`src/sv/assert_macros.svh`:
```
// ----------------------------------------------------------------------------
// assert_macros.svh
// Assertion macros used by btpc_fifo; empty when NO_ASSERTIONS is set.
// ----------------------------------------------------------------------------
`ifndef ASSERT_MACROS_SVH
`define ASSERT_MACROS_SVH
`ifndef NO_ASSERTIONS
`define ASSERT_ALWAYS(label, clk, rst_n, prop) \
  label: assert property (@(posedge clk) disable iff (!rst_n) (prop)) \
    else $error("assertion failed");
`define ASSERT_IMPLIES(label, clk, rst_n, ante, cons) \
  label: assert property (@(posedge clk) disable iff (!rst_n) (ante) |-> (cons)) \
    else $error("assertion failed");
`define ASSERT_NEXT(label, clk, rst_n, ante, cons) \
  label: assert property (@(posedge clk) disable iff (!rst_n) (ante) |=> (cons)) \
    else $error("assertion failed");
`else
`define ASSERT_ALWAYS(label, clk, rst_n, prop)
`define ASSERT_IMPLIES(label, clk, rst_n, ante, cons)
`define ASSERT_NEXT(label, clk, rst_n, ante, cons)
`endif
`endif

```
`src/sv/btpc_fifo.sv`:
```
`timescale 1ns / 1ps
`include "assert_macros.svh"
// ----------------------------------------------------------------------------
// btpc_fifo
// Small flop-based word queue with show-ahead read.
// ----------------------------------------------------------------------------
module btpc_fifo #(
  parameter int WIDTH = 32,
  parameter int DEPTH = 4
) (
  input  logic             clk,
  input  logic             rst_n,
  input  logic             push,
  input  logic [WIDTH-1:0] wdata,
  input  logic             pop,
  output logic [WIDTH-1:0] rdata,
  output logic             full,
  output logic             empty
);

  localparam int PW = (DEPTH > 1) ? $clog2(DEPTH) : 1;
  localparam int CW = $clog2(DEPTH + 1);

  logic [WIDTH-1:0] mem_r [DEPTH];
  logic [PW-1:0]    wr_ptr_r, wr_ptr_nxt;
  logic [PW-1:0]    rd_ptr_r, rd_ptr_nxt;
  logic [CW-1:0]    cnt_r, cnt_nxt;

  assign full  = (cnt_r == CW'(DEPTH));
  assign empty = (cnt_r == '0);
  assign rdata = mem_r[rd_ptr_r];

  always_comb begin
    wr_ptr_nxt = wr_ptr_r;
    rd_ptr_nxt = rd_ptr_r;
    cnt_nxt    = cnt_r;
    if (push) begin
      wr_ptr_nxt = (wr_ptr_r == PW'(DEPTH - 1)) ? '0 : wr_ptr_r + 1'b1;
    end
    if (pop) begin
      rd_ptr_nxt = (rd_ptr_r == PW'(DEPTH - 1)) ? '0 : rd_ptr_r + 1'b1;
    end
    if (push && !pop) begin
      cnt_nxt = cnt_r + 1'b1;
    end else if (pop && !push) begin
      cnt_nxt = cnt_r - 1'b1;
    end
  end

  always_ff @(posedge clk) begin
    if (!rst_n) begin
      wr_ptr_r <= '0;
      rd_ptr_r <= '0;
      cnt_r    <= '0;
    end else begin
      wr_ptr_r <= wr_ptr_nxt;
      rd_ptr_r <= rd_ptr_nxt;
      cnt_r    <= cnt_nxt;
    end
  end

  always_ff @(posedge clk) begin
    if (push) begin
      mem_r[wr_ptr_r] <= wdata;
    end
  end

  `ASSERT_IMPLIES(a_no_overflow, clk, rst_n, push, !full)
  `ASSERT_IMPLIES(a_no_underflow, clk, rst_n, pop, !empty)
  `ASSERT_IMPLIES(a_empty_ptrs, clk, rst_n, empty, wr_ptr_r == rd_ptr_r)
  `ASSERT_NEXT(a_push_fills, clk, rst_n, push && !pop, !empty)

endmodule

```
`config.mk`:
```
export PLATFORM = sky130hd
export DESIGN_NAME = btpc_fifo
export DESIGN_NICKNAME = d
export VERILOG_FILES = /design/src/sv/btpc_fifo.sv
export VERILOG_INCLUDE_DIRS = /design/src /design/src/sv
export SDC_FILE = /design/constraint.sdc
export NUM_CORES = 1
export LEC_CHECK = 0
export CORE_ASPECT_RATIO = 0.6
export CORE_MARGIN = 2
export CORE_UTILIZATION = 60
export CTS_CLUSTER_SIZE = 30
export DETAILED_ROUTE_END_ITERATION = 12
export DONT_BUFFER_PORTS = 1
export PLACE_DENSITY = 0.83
export SYNTH_ARGS = -nofsm -noshare
export SYNTH_HDL_FRONTEND = slang
export SYNTH_SLANG_ARGS = --single-unit
```
`constraint.sdc`:
```
create_clock -name clk -period 4.4 [get_ports clk]
set_input_delay 0.22 -clock clk [delete_from_list [all_inputs] [get_ports clk]]
set_output_delay 0.22 -clock clk [all_outputs]
set_load 0.02 [all_outputs]
```
==> results of run 1 <==
per-layer routing:
| layer | global-route usage (%) | vias up | wire length [um] |
|---|---|---|---|
| li1 | - | 982 | - |
| met1 | 25.3 | 1135 | 3610 |
| met2 | 28.1 | 69 | 3920 |
| met3 | 9.88 | 10 | 702 |
| met4 | 8.08 | 0 | 76 |
| met5 | 0 | - | 0 |
final cells by class:
class                      count  share of cell area [%]
clock buffer                  17                    6.94
tap                          112                    2.29
clock inverter                15                    2.88
inverter                       4                   0.245
multi-input combinational     63                    16.3
timing repair buffer          35                    5.68
sequential                   137                    65.7
logic make-up after synthesis:
kind of cell    after synthesis  synth area share (%)
flops                       137                  78.7
simple gates                 15                  1.76
fa+ha+maj                     7                  1.86
xor+xnor                      2                 0.342
mux                          36                  15.0
compound gates                3                 0.391
buf+inv                      11                  1.98
cells in the final DEF (no fill, tap or decap), drive strengths merged, types with 2 or more instances in the layout:
cell           n
edfxtp       128
dlygate4sd3   34
mux4          32
clkbuf        17
dfxtp          9
ha             6
inv            6
nor2b          5
clkinvlp       5
and2           5
clkinv         5
mux2i          4
bufinv         3
nor3           2
per-stage QoR:
stage / cell area, sq um / utilization, % / total power [mW] / instances / hold slack, ns
6_report: 6130 / 73.0 / 3.19 / 383 / 0.0463
5_1_grt: 6130 / 73.0 / 3.29 / 383 / 0.0334
4_1_cts: 6130 / 73.0 / 3.22 / 383 / 0.0191
3_5_place_dp: 5180 / 61.8 / 1.76 / 317 / 0.319
3_3_place_gp: 5180 / 61.8 / 1.75 / 317 / 0.319
2_1_floorplan: 5120 / - / 1.73 / 211 / 0.319
power breakdown:
part,internal [mW],switching (mW),leakage [nW],total [mW]
logic,0.0979,0.143,0.466,0.241
clock network,0.891,0.535,0.279,1.43
registers,1.49,0.0329,1.25,1.52
total,2.48,0.712,2.00,3.19
sequential cells by signal (all words and copies together) (netlist names), named ones only:
register,flops
mem_r,128
wr_ptr_r,2
cnt_r,3
rd_ptr_r,2
worst min-delay path by stage:
stage / from / end / slack (ns) / cells after the start
CTS: pop / flop / 0.02 / 2
global route: pop / flop / 0.03 / 2
global placement: wdata[13] / mem_r[1][13]$_DFFE_PP_ / 0.32 / 0
finish: pop / flop / 0.05 / 2
floorplan: wdata[0] / mem_r[0][0]$_DFFE_PP_ / 0.32 / 0
detailed placement: wdata[22] / mem_r[2][22]$_DFFE_PP_ / 0.32 / 0
==> impl_metrics.yaml, run 1 <==
outcome:
  outcome: "finished, final reports clean"
worst_setup_path:
  crit_chain: "buf_4 -> mux4_2"
  critPathMaxStageDelay_ns: 0.66
  cp.required_ns: 4.18
  cp-start-kind: "flop"
  critPathTopFamily: "multiplexers"
  r2r_setup_slack_ns: 2.70
  cp_num_buf_inv: 1
  cp-end-kind: "output pin"
  path_class: "reg2out"
  rr_endpoint: "mem_r[3][16]$_DFFE_PP_"
  critical_path_cell_count: 2
  r2r_start: "wr_ptr_r[0]$_SDFFE_PN0P_"
  cp.arrival_ns: 2.13
  worst_path_max_delay_cell: "mux4_2"
  cp-endpoint: "rdata[17]"
  worstRegToRegCells: 2
  crit_path_max_fanout: 21
synthesis:
  yosysWarnings: 0
  synth_top_cell_area_share_pct: 75.1
  synth.top_cells.by_count: "edfxtp_1 (128), mux4_2 (30), dfxtp_1 (9), ha_1 (6)"
  synth-main-ff-cell: "edfxtp_1"
  yosysTopAreaCell: "edfxtp_1"
  synth_seq_area_share_pct: 78.7
  synth_cell_type_count: 22
  postSynthRegisterBits: 137
  synth-async-reset-ratio_pct: 0
  synth.most_common_cell: "edfxtp_1"
  synth.area.top_cells: "edfxtp_1 (75%), mux4_2 (13%), dfxtp_1 (3.5%)"
  synthesis.nets: 254
  avgSynthCellArea_sq_um: 24.2
  syn_inst: 211
  synth-edff-count: 128
  synth_area_sq_mm: 0.00512
drt:
  viasPerCell: 5.73
  ant_nets: 0
  wl_um: 8310
  drt_iter0_markers: 139
  wire_per_inst_um: 21.7
  drcViolationCount: 0
  vias: 2196
  first_pass_iters: 4
final_layout:
  multi_input_area_sq_um: 996
  regArea_sq_mm: 0.00403
  area_growth_pct: 19.8
  drive_above_1_share_pct: 25.1
  antenna_cells: 0
  final_nets: 301
  nFillCells: 487
sta:
  hold_viol: 0
  max_freq_mhz: 426
  slew-limit-headroom_pct: 40.7
  rsz0062_at_grt: "false"
  setup_tns_ns: 0
  slew_viol_final: 0
  finalSetupViolations: 0
  fin_crit_sh_pct: 53.4
  fin_ws_ns: 2.05
  clock_skew_ns: 0.00701
  fin_crit_ns: 2.35
  tightest_slew_ns: 0.890
global_routing:
  grt_pass1_wl_um: 12400
  grt_start_max_net_pins: 33
  grt_pass1_vias: 2195
  overflow: 0
  grt_usage_pct: 19.4
  antenna_found_initial: 0
power_and_ir_drop:
  irDropWorstVdd_mv: 0.363
  p_per_area_mw_per_mm2: 521
  power_leakage_nw: 2.00
job:
  max_cap_violations: 0
clocking:
  clock_latency_ns: 0.41
  hold_buffers: 34
  cts.sinks: 137
  root_buffer: "clkbuf_16"
  tritoncts.num_buffers: 17
  cts.repair.resized: 0
  htreeDepth: 4
  cts_setup_buffers: 0
  cts_tree: "done"
  clk_pin_slew_ns: 0.06
  cts_buffer_depth: 2
placed_design:
  dpl_worst_slack_ns: 2.40
  gp_congestion: 0.692
  hpwl_um: 4620
  port_buffers: 0
floorplan:
  fp.coreArea_sq_mm: 0.00839
  die_y_um: 75.5
  dieArea_sq_mm: 0.00931
  rows: 26
  initial_core_util_pct: 61.0
  ioPinCount: 70
  die_w_um: 123
min_path:
  hp-class: "in2reg"
No activity file was read; power rests on OpenSTA's default activity.
==> run 2: changes to the inputs <==
Clock period 4.4 ns to 2.46 ns, I/O delays scaled along.
==> run 2 against run 1 <==
Cell count up 0.78%. Register-to-register slack worse by 1.9 ns. Worst hold slack worse by 0.0061 ns. Combinational power up 87%. Critical endpoint is now rdata[23]. Flip-flop and latch count unchanged. Clock skew up 0.0083 ns. Via count up 2.2%. Global-route usage up 1.9 points. Critical path depth down 1. First-iteration DRC count up 9.4%. Setup slack worse by 1.5 ns. Sequential power up 79%.
==> impl_metrics.yaml, run 2 (synthesized netlist as in run 1, its figures left out) <==
placed_design:
  port_buffers: 0
  hpwl_um: 5190
  gp_congestion: 0.760
  dp_cells: 319
global_routing:
  grt_pass1_wl_um: 13400
  busiest_layer: "met2"
  overflow: 0
  grt_pass1_vias: 2387
  grt_usage_pct: 21.3
  met3_usage_pct: 11.5
  grtUsageMet1_pct: 25.8
  globalRouteMet2Util_pct: 33.5
  grt_start_max_net_pins: 33
  antenna_found_initial: 0
final_layout:
  instances_no_fill: 386
  final_common_cell: "edfxtp_1"
  area_growth_pct: 20.5
  final_nets: 304
  nFillCells: 468
  top_regs: "mem_r x128, cnt_r x3"
  antenna_cells: 0
  top_register: "mem_r"
  multi_input_area_sq_um: 996
  layout_common_cells: "edfxtp_1 (128), dlygate4sd3_1 (35), mux4_2 (30)"
  largest_reg_flops: 128
  drive_above_1_share_pct: 25.5
  regArea_sq_mm: 0.00403
worst_setup_path:
  crit_path_max_fanout: 32
  cp.required_ns: 2.34
  crit_chain: "mux4_1"
  rr_endpoint: "mem_r[3][1]$_DFFE_PP_"
  worst_path_max_delay_cell: "dfxtp_2"
  r2r_start: "wr_ptr_r[0]$_SDFFE_PN0P_"
  cp.arrival_ns: 1.83
  critPathMaxStageDelay_ns: 0.87
  cp-end-kind: "output pin"
  worstRegToRegCells: 2
  critPathTopFamily: "flip-flops"
  cp-start-kind: "flop"
  r2r_setup_slack_ns: 0.77
  path_class: "reg2out"
  cp_num_buf_inv: 0
sta:
  finalSetupViolations: 0
  slew_viol_final: 0
  rsz0062_at_grt: "false"
  clock_skew_ns: 0.0153
  fin_crit_ns: 1.95
  hold_viol: 0
  max_freq_mhz: 512
  setup_tns_ns: 0
  tightest_slew_ns: 0.832
  fin_crit_sh_pct: 79.4
  slew-limit-headroom_pct: 44.6
drt:
  first_pass_iters: 4
  wl_um: 8730
  ant_nets: 0
  wire_per_inst_um: 22.6
  viasPerCell: 5.81
  vias: 2244
  drt_iter0_markers: 152
  drcViolationCount: 0
clocking:
  htreeDepth: 4
  clk_pin_slew_ns: 0.05
  cts_setup_buffers: 0
  clock_latency_ns: 0.41
  hold_buffers: 35
  cts_buffer_depth: 2
  cts.repair.resized: 0
  cts_tree: "done"
  cts.sinks: 137
  tritoncts.num_buffers: 17
  root_buffer: "clkbuf_16"
power_and_ir_drop:
  p_per_area_mw_per_mm2: 925
  power_leakage_nw: 2.02
  irDropWorstVdd_mv: 0.675
  finalPower_mw: 5.70
job:
  max_cap_violations: 0
floorplan:
  dieArea_sq_mm: 0.00931
  fp.coreArea_sq_mm: 0.00839
  die_w_um: 123
  rows: 26
  die_y_um: 75.5
  ioPinCount: 70
  initial_core_util_pct: 61.0
min_path:
  whs_path_depth: 3
  hp-class: "in2reg"
  hp-start: "pop"
outcome:
  outcome: "finished, final reports clean"
-- run 2: changes by cell type in the layout (fill, tap and decap cells not counted) --
cell,before,now
clkinv_2,2,3
dlygate4sd3_1,34,35
clkinv_4,2,3
clkinvlp_4,5,3
buf_4,1,2
buf_12,0,1
-- run 2: metrics by stage --
stage / hold slack (ns) / area (sq um) / setup WS, ns / utilization [%]
2_1_floorplan: 0.222 / 5120 / 0.727 / -
3_3_place_gp: 0.222 / 5210 / 0.831 / 62.1
3_5_place_dp: 0.222 / 5210 / 0.753 / 62.1
4_1_cts: 0.0298 / 6160 / 0.461 / 73.4
5_1_grt: 0.0562 / 6160 / 0.421 / 73.4
6_report: 0.0402 / 6160 / 0.507 / 73.4
-- run 2: routing by layer --
layer  wire length (um)  vias up  part of all wire [%]
met5                  0        -                     0
met4                 64        0                  0.73
met3                711        5                   8.1
met2               4290       69                    49
met1               3670     1181                    42
li1                   -      989                     -
-- run 2: layout make-up --
type,count,area share (%)
sequential,137,65.3
multi-input combinational,63,16.2
clock buffer,17,6.90
timing repair buffer,38,6.25
clock inverter,15,2.84
tap,112,2.27
inverter,4,0.244
-- run 2: worst max-delay path by stage --
stage,startpoint,to,slack (ns),cells after the start
2_1_floorplan,wr_ptr_r[0]$_SDFFE_PN0P_,mem_r[3][0]$_DFFE_PP_,0.73,2
6_report,flop,rdata[23],0.51,1
3_3_place_gp,wr_ptr_r[0]$_SDFFE_PN0P_,mem_r[0][27]$_DFFE_PP_,0.83,3
3_5_place_dp,wr_ptr_r[0]$_SDFFE_PN0P_,mem_r[3][27]$_DFFE_PP_,0.75,2
4_1_cts,flop,rdata[23],0.46,1
5_1_grt,flop,rdata[23],0.42,1
-- run 2: report_power, final --
group | switching, mW | internal, mW | total, mW
Combinational | 0.269 | 0.182 | 0.451
Sequential | 0.0539 | 2.67 | 2.72
Clock | 0.934 | 1.59 | 2.53
==> run 3: changes to the inputs <==
Clock period 2.46 ns to 1.8 ns, I/O delays scaled along.
==> run 3 against run 2 <==
Critical path depth is 1 higher. Routed wire length is 5.9% lower. Sequential share of layout area grew 0.13 points. Setup slack worse by 0.43 ns. Via count is 2.0% lower. Critical path type unchanged. Critical endpoint is now rdata[24]. Highest routed layer unchanged.
==> impl_metrics.yaml, run 3 (synthesized netlist as in run 1, its figures left out) <==
sta:
  setup_tns_ns: 0
  hold_viol: 0
  fin_crit_ns: 1.73
  fin_crit_sh_pct: 95.9
  rsz0062_at_grt: "false"
  slew-limit-headroom_pct: 43.0
  fin_ws_ns: 0.0742
  hold_slack_ns: 0.0546
  clock_skew_ns: 0.00471
  finalSetupViolations: 0
  tightest_slew_ns: 0.855
  max_freq_mhz: 579
  slew_viol_final: 0
worst_setup_path:
  cp_num_buf_inv: 1
  critPathTopFamily: "multiplexers"
  cp.arrival_ns: 1.64
  r2r_setup_slack_ns: 0.12
  cp.required_ns: 1.71
  rr_endpoint: "mem_r[0][13]$_DFFE_PP_"
  critical_path_cell_count: 2
  r2r_start: "wr_ptr_r[0]$_SDFFE_PN0P_"
  worst_path_max_delay_cell: "mux4_2"
  crit_chain: "buf_12 -> mux4_2"
  cp-endpoint: "rdata[24]"
  cp-end-kind: "output pin"
  worstRegToRegCells: 3
  crit_path_max_fanout: 18
  cp-start-kind: "flop"
  path_class: "reg2out"
  critPathMaxStageDelay_ns: 0.62
floorplan:
  die_y_um: 75.5
  rows: 26
  dieArea_sq_mm: 0.00931
  fp.coreArea_sq_mm: 0.00839
  ioPinCount: 70
  initial_core_util_pct: 61.0
  die_w_um: 123
drt:
  wl_um: 8220
  wire_per_inst_um: 21.1
  drt_iter0_markers: 135
  vias: 2200
  ant_nets: 0
  drcViolationCount: 0
  first_pass_iters: 4
  viasPerCell: 5.66
clocking:
  cts_buffer_depth: 2
  root_buffer: "clkbuf_16"
  cts_tree: "done"
  tritoncts.num_buffers: 17
  clk_pin_slew_ns: 0.05
  htreeDepth: 4
  clock_latency_ns: 0.41
  cts.sinks: 137
  cts_setup_buffers: 0
global_routing:
  grt_start_max_net_pins: 33
  antenna_found_initial: 0
  grt_pass1_vias: 2402
  overflow: 0
  grt_pass1_wl_um: 12800
  grt_usage_pct: 19.9
power_and_ir_drop:
  power_leakage_nw: 2.02
  finalPower_mw: 7.43
  p_per_area_mw_per_mm2: 1210
  irDropWorstVdd_mv: 0.953
final_layout:
  final_util_pct: 73.3
  largest_reg_flops: 128
  area_growth_pct: 20.2
  instances_no_fill: 389
  top_regs: "mem_r x128, cnt_r x3"
  final_common_cell: "edfxtp_1"
  fin_area_sq_mm: 0.00615
  layout_common_cells: "edfxtp_1 (128), dlygate4sd3_1 (35), mux4_2 (31)"
  top_register: "mem_r"
  antenna_cells: 0
  final_nets: 307
  drive_above_1_share_pct: 25.6
outcome:
  outcome: "finished, final reports clean"
job:
  max_cap_violations: 0
placed_design:
  hpwl_um: 4900
  dpl_worst_slack_ns: 0.0921
  place_area_sq_mm: 0.00526
  dp_cells: 322
  gp_congestion: 0.699
  port_buffers: 0
min_path:
  hp-class: "in2reg"
[run 3: cell count changes in the layout (fill, tap and decap cells not counted), sizes merged]
cell,previous run,this run
buf,3,6
clkinvlp,3,2
inv,6,5
bufinv,3,1
clkinv,7,10
clkbuf,17,18
[run 3: worst register-to-register path: stages, from the launching register on]
cell and delay, ns:
dfxtp_1 0.35, inv_1 0.10, ha_1 0.14, and2_2 0.71
[run 3: where the power goes]
group          total [mW]  switching [mW]  internal (mW)
Sequential           3.70          0.0559           3.65
Combinational       0.638           0.379          0.259
Clock                3.09            1.21           1.87
[run 3: cell type report]
type / count / area (sq um)
Sequential cell: 137 / 4030
Fill cell: 484 / 2240
Multi-Input combinational cell: 63 / 992
Timing Repair Buffer: 41 / 440
Clock buffer: 18 / 429
Tap cell: 112 / 140
Clock inverter: 14 / 108
Inverter: 4 / 15.0
[run 3: how the worst min path moves through the flow]
| stage | startpoint | endpoint | slack (ns) | cells past startpoint |
|---|---|---|---|---|
| floorplan | wdata[0] | mem_r[0][0]$_DFFE_PP_ | 0.19 | 0 |
| global placement | wdata[9] | mem_r[2][9]$_DFFE_PP_ | 0.19 | 0 |
| detailed placement | wdata[28] | mem_r[3][28]$_DFFE_PP_ | 0.19 | 0 |
| CTS | pop | flop | 0.04 | 3 |
| global route | pop | flop | 0.08 | 3 |
| finish | pop | flop | 0.05 | 3 |
[run 3: routing by layer]
metal	wire length, um	part of all wire [%]	global-route usage, %	up-vias
li1	-	-	-	994
met1	3400	41	25.1	1120
met2	4070	50	30.8	79
met3	704	8.6	8.53	7
met4	49	0.60	9.22	0
met5	0	0	0	-
[run 3: repair_timing]
action	CTS	global route
pin swaps	0	0
resized for setup	2	1
endpoints found under the setup margin	14	1
hold buffers	35	0
hold endpoints to repair	137	0
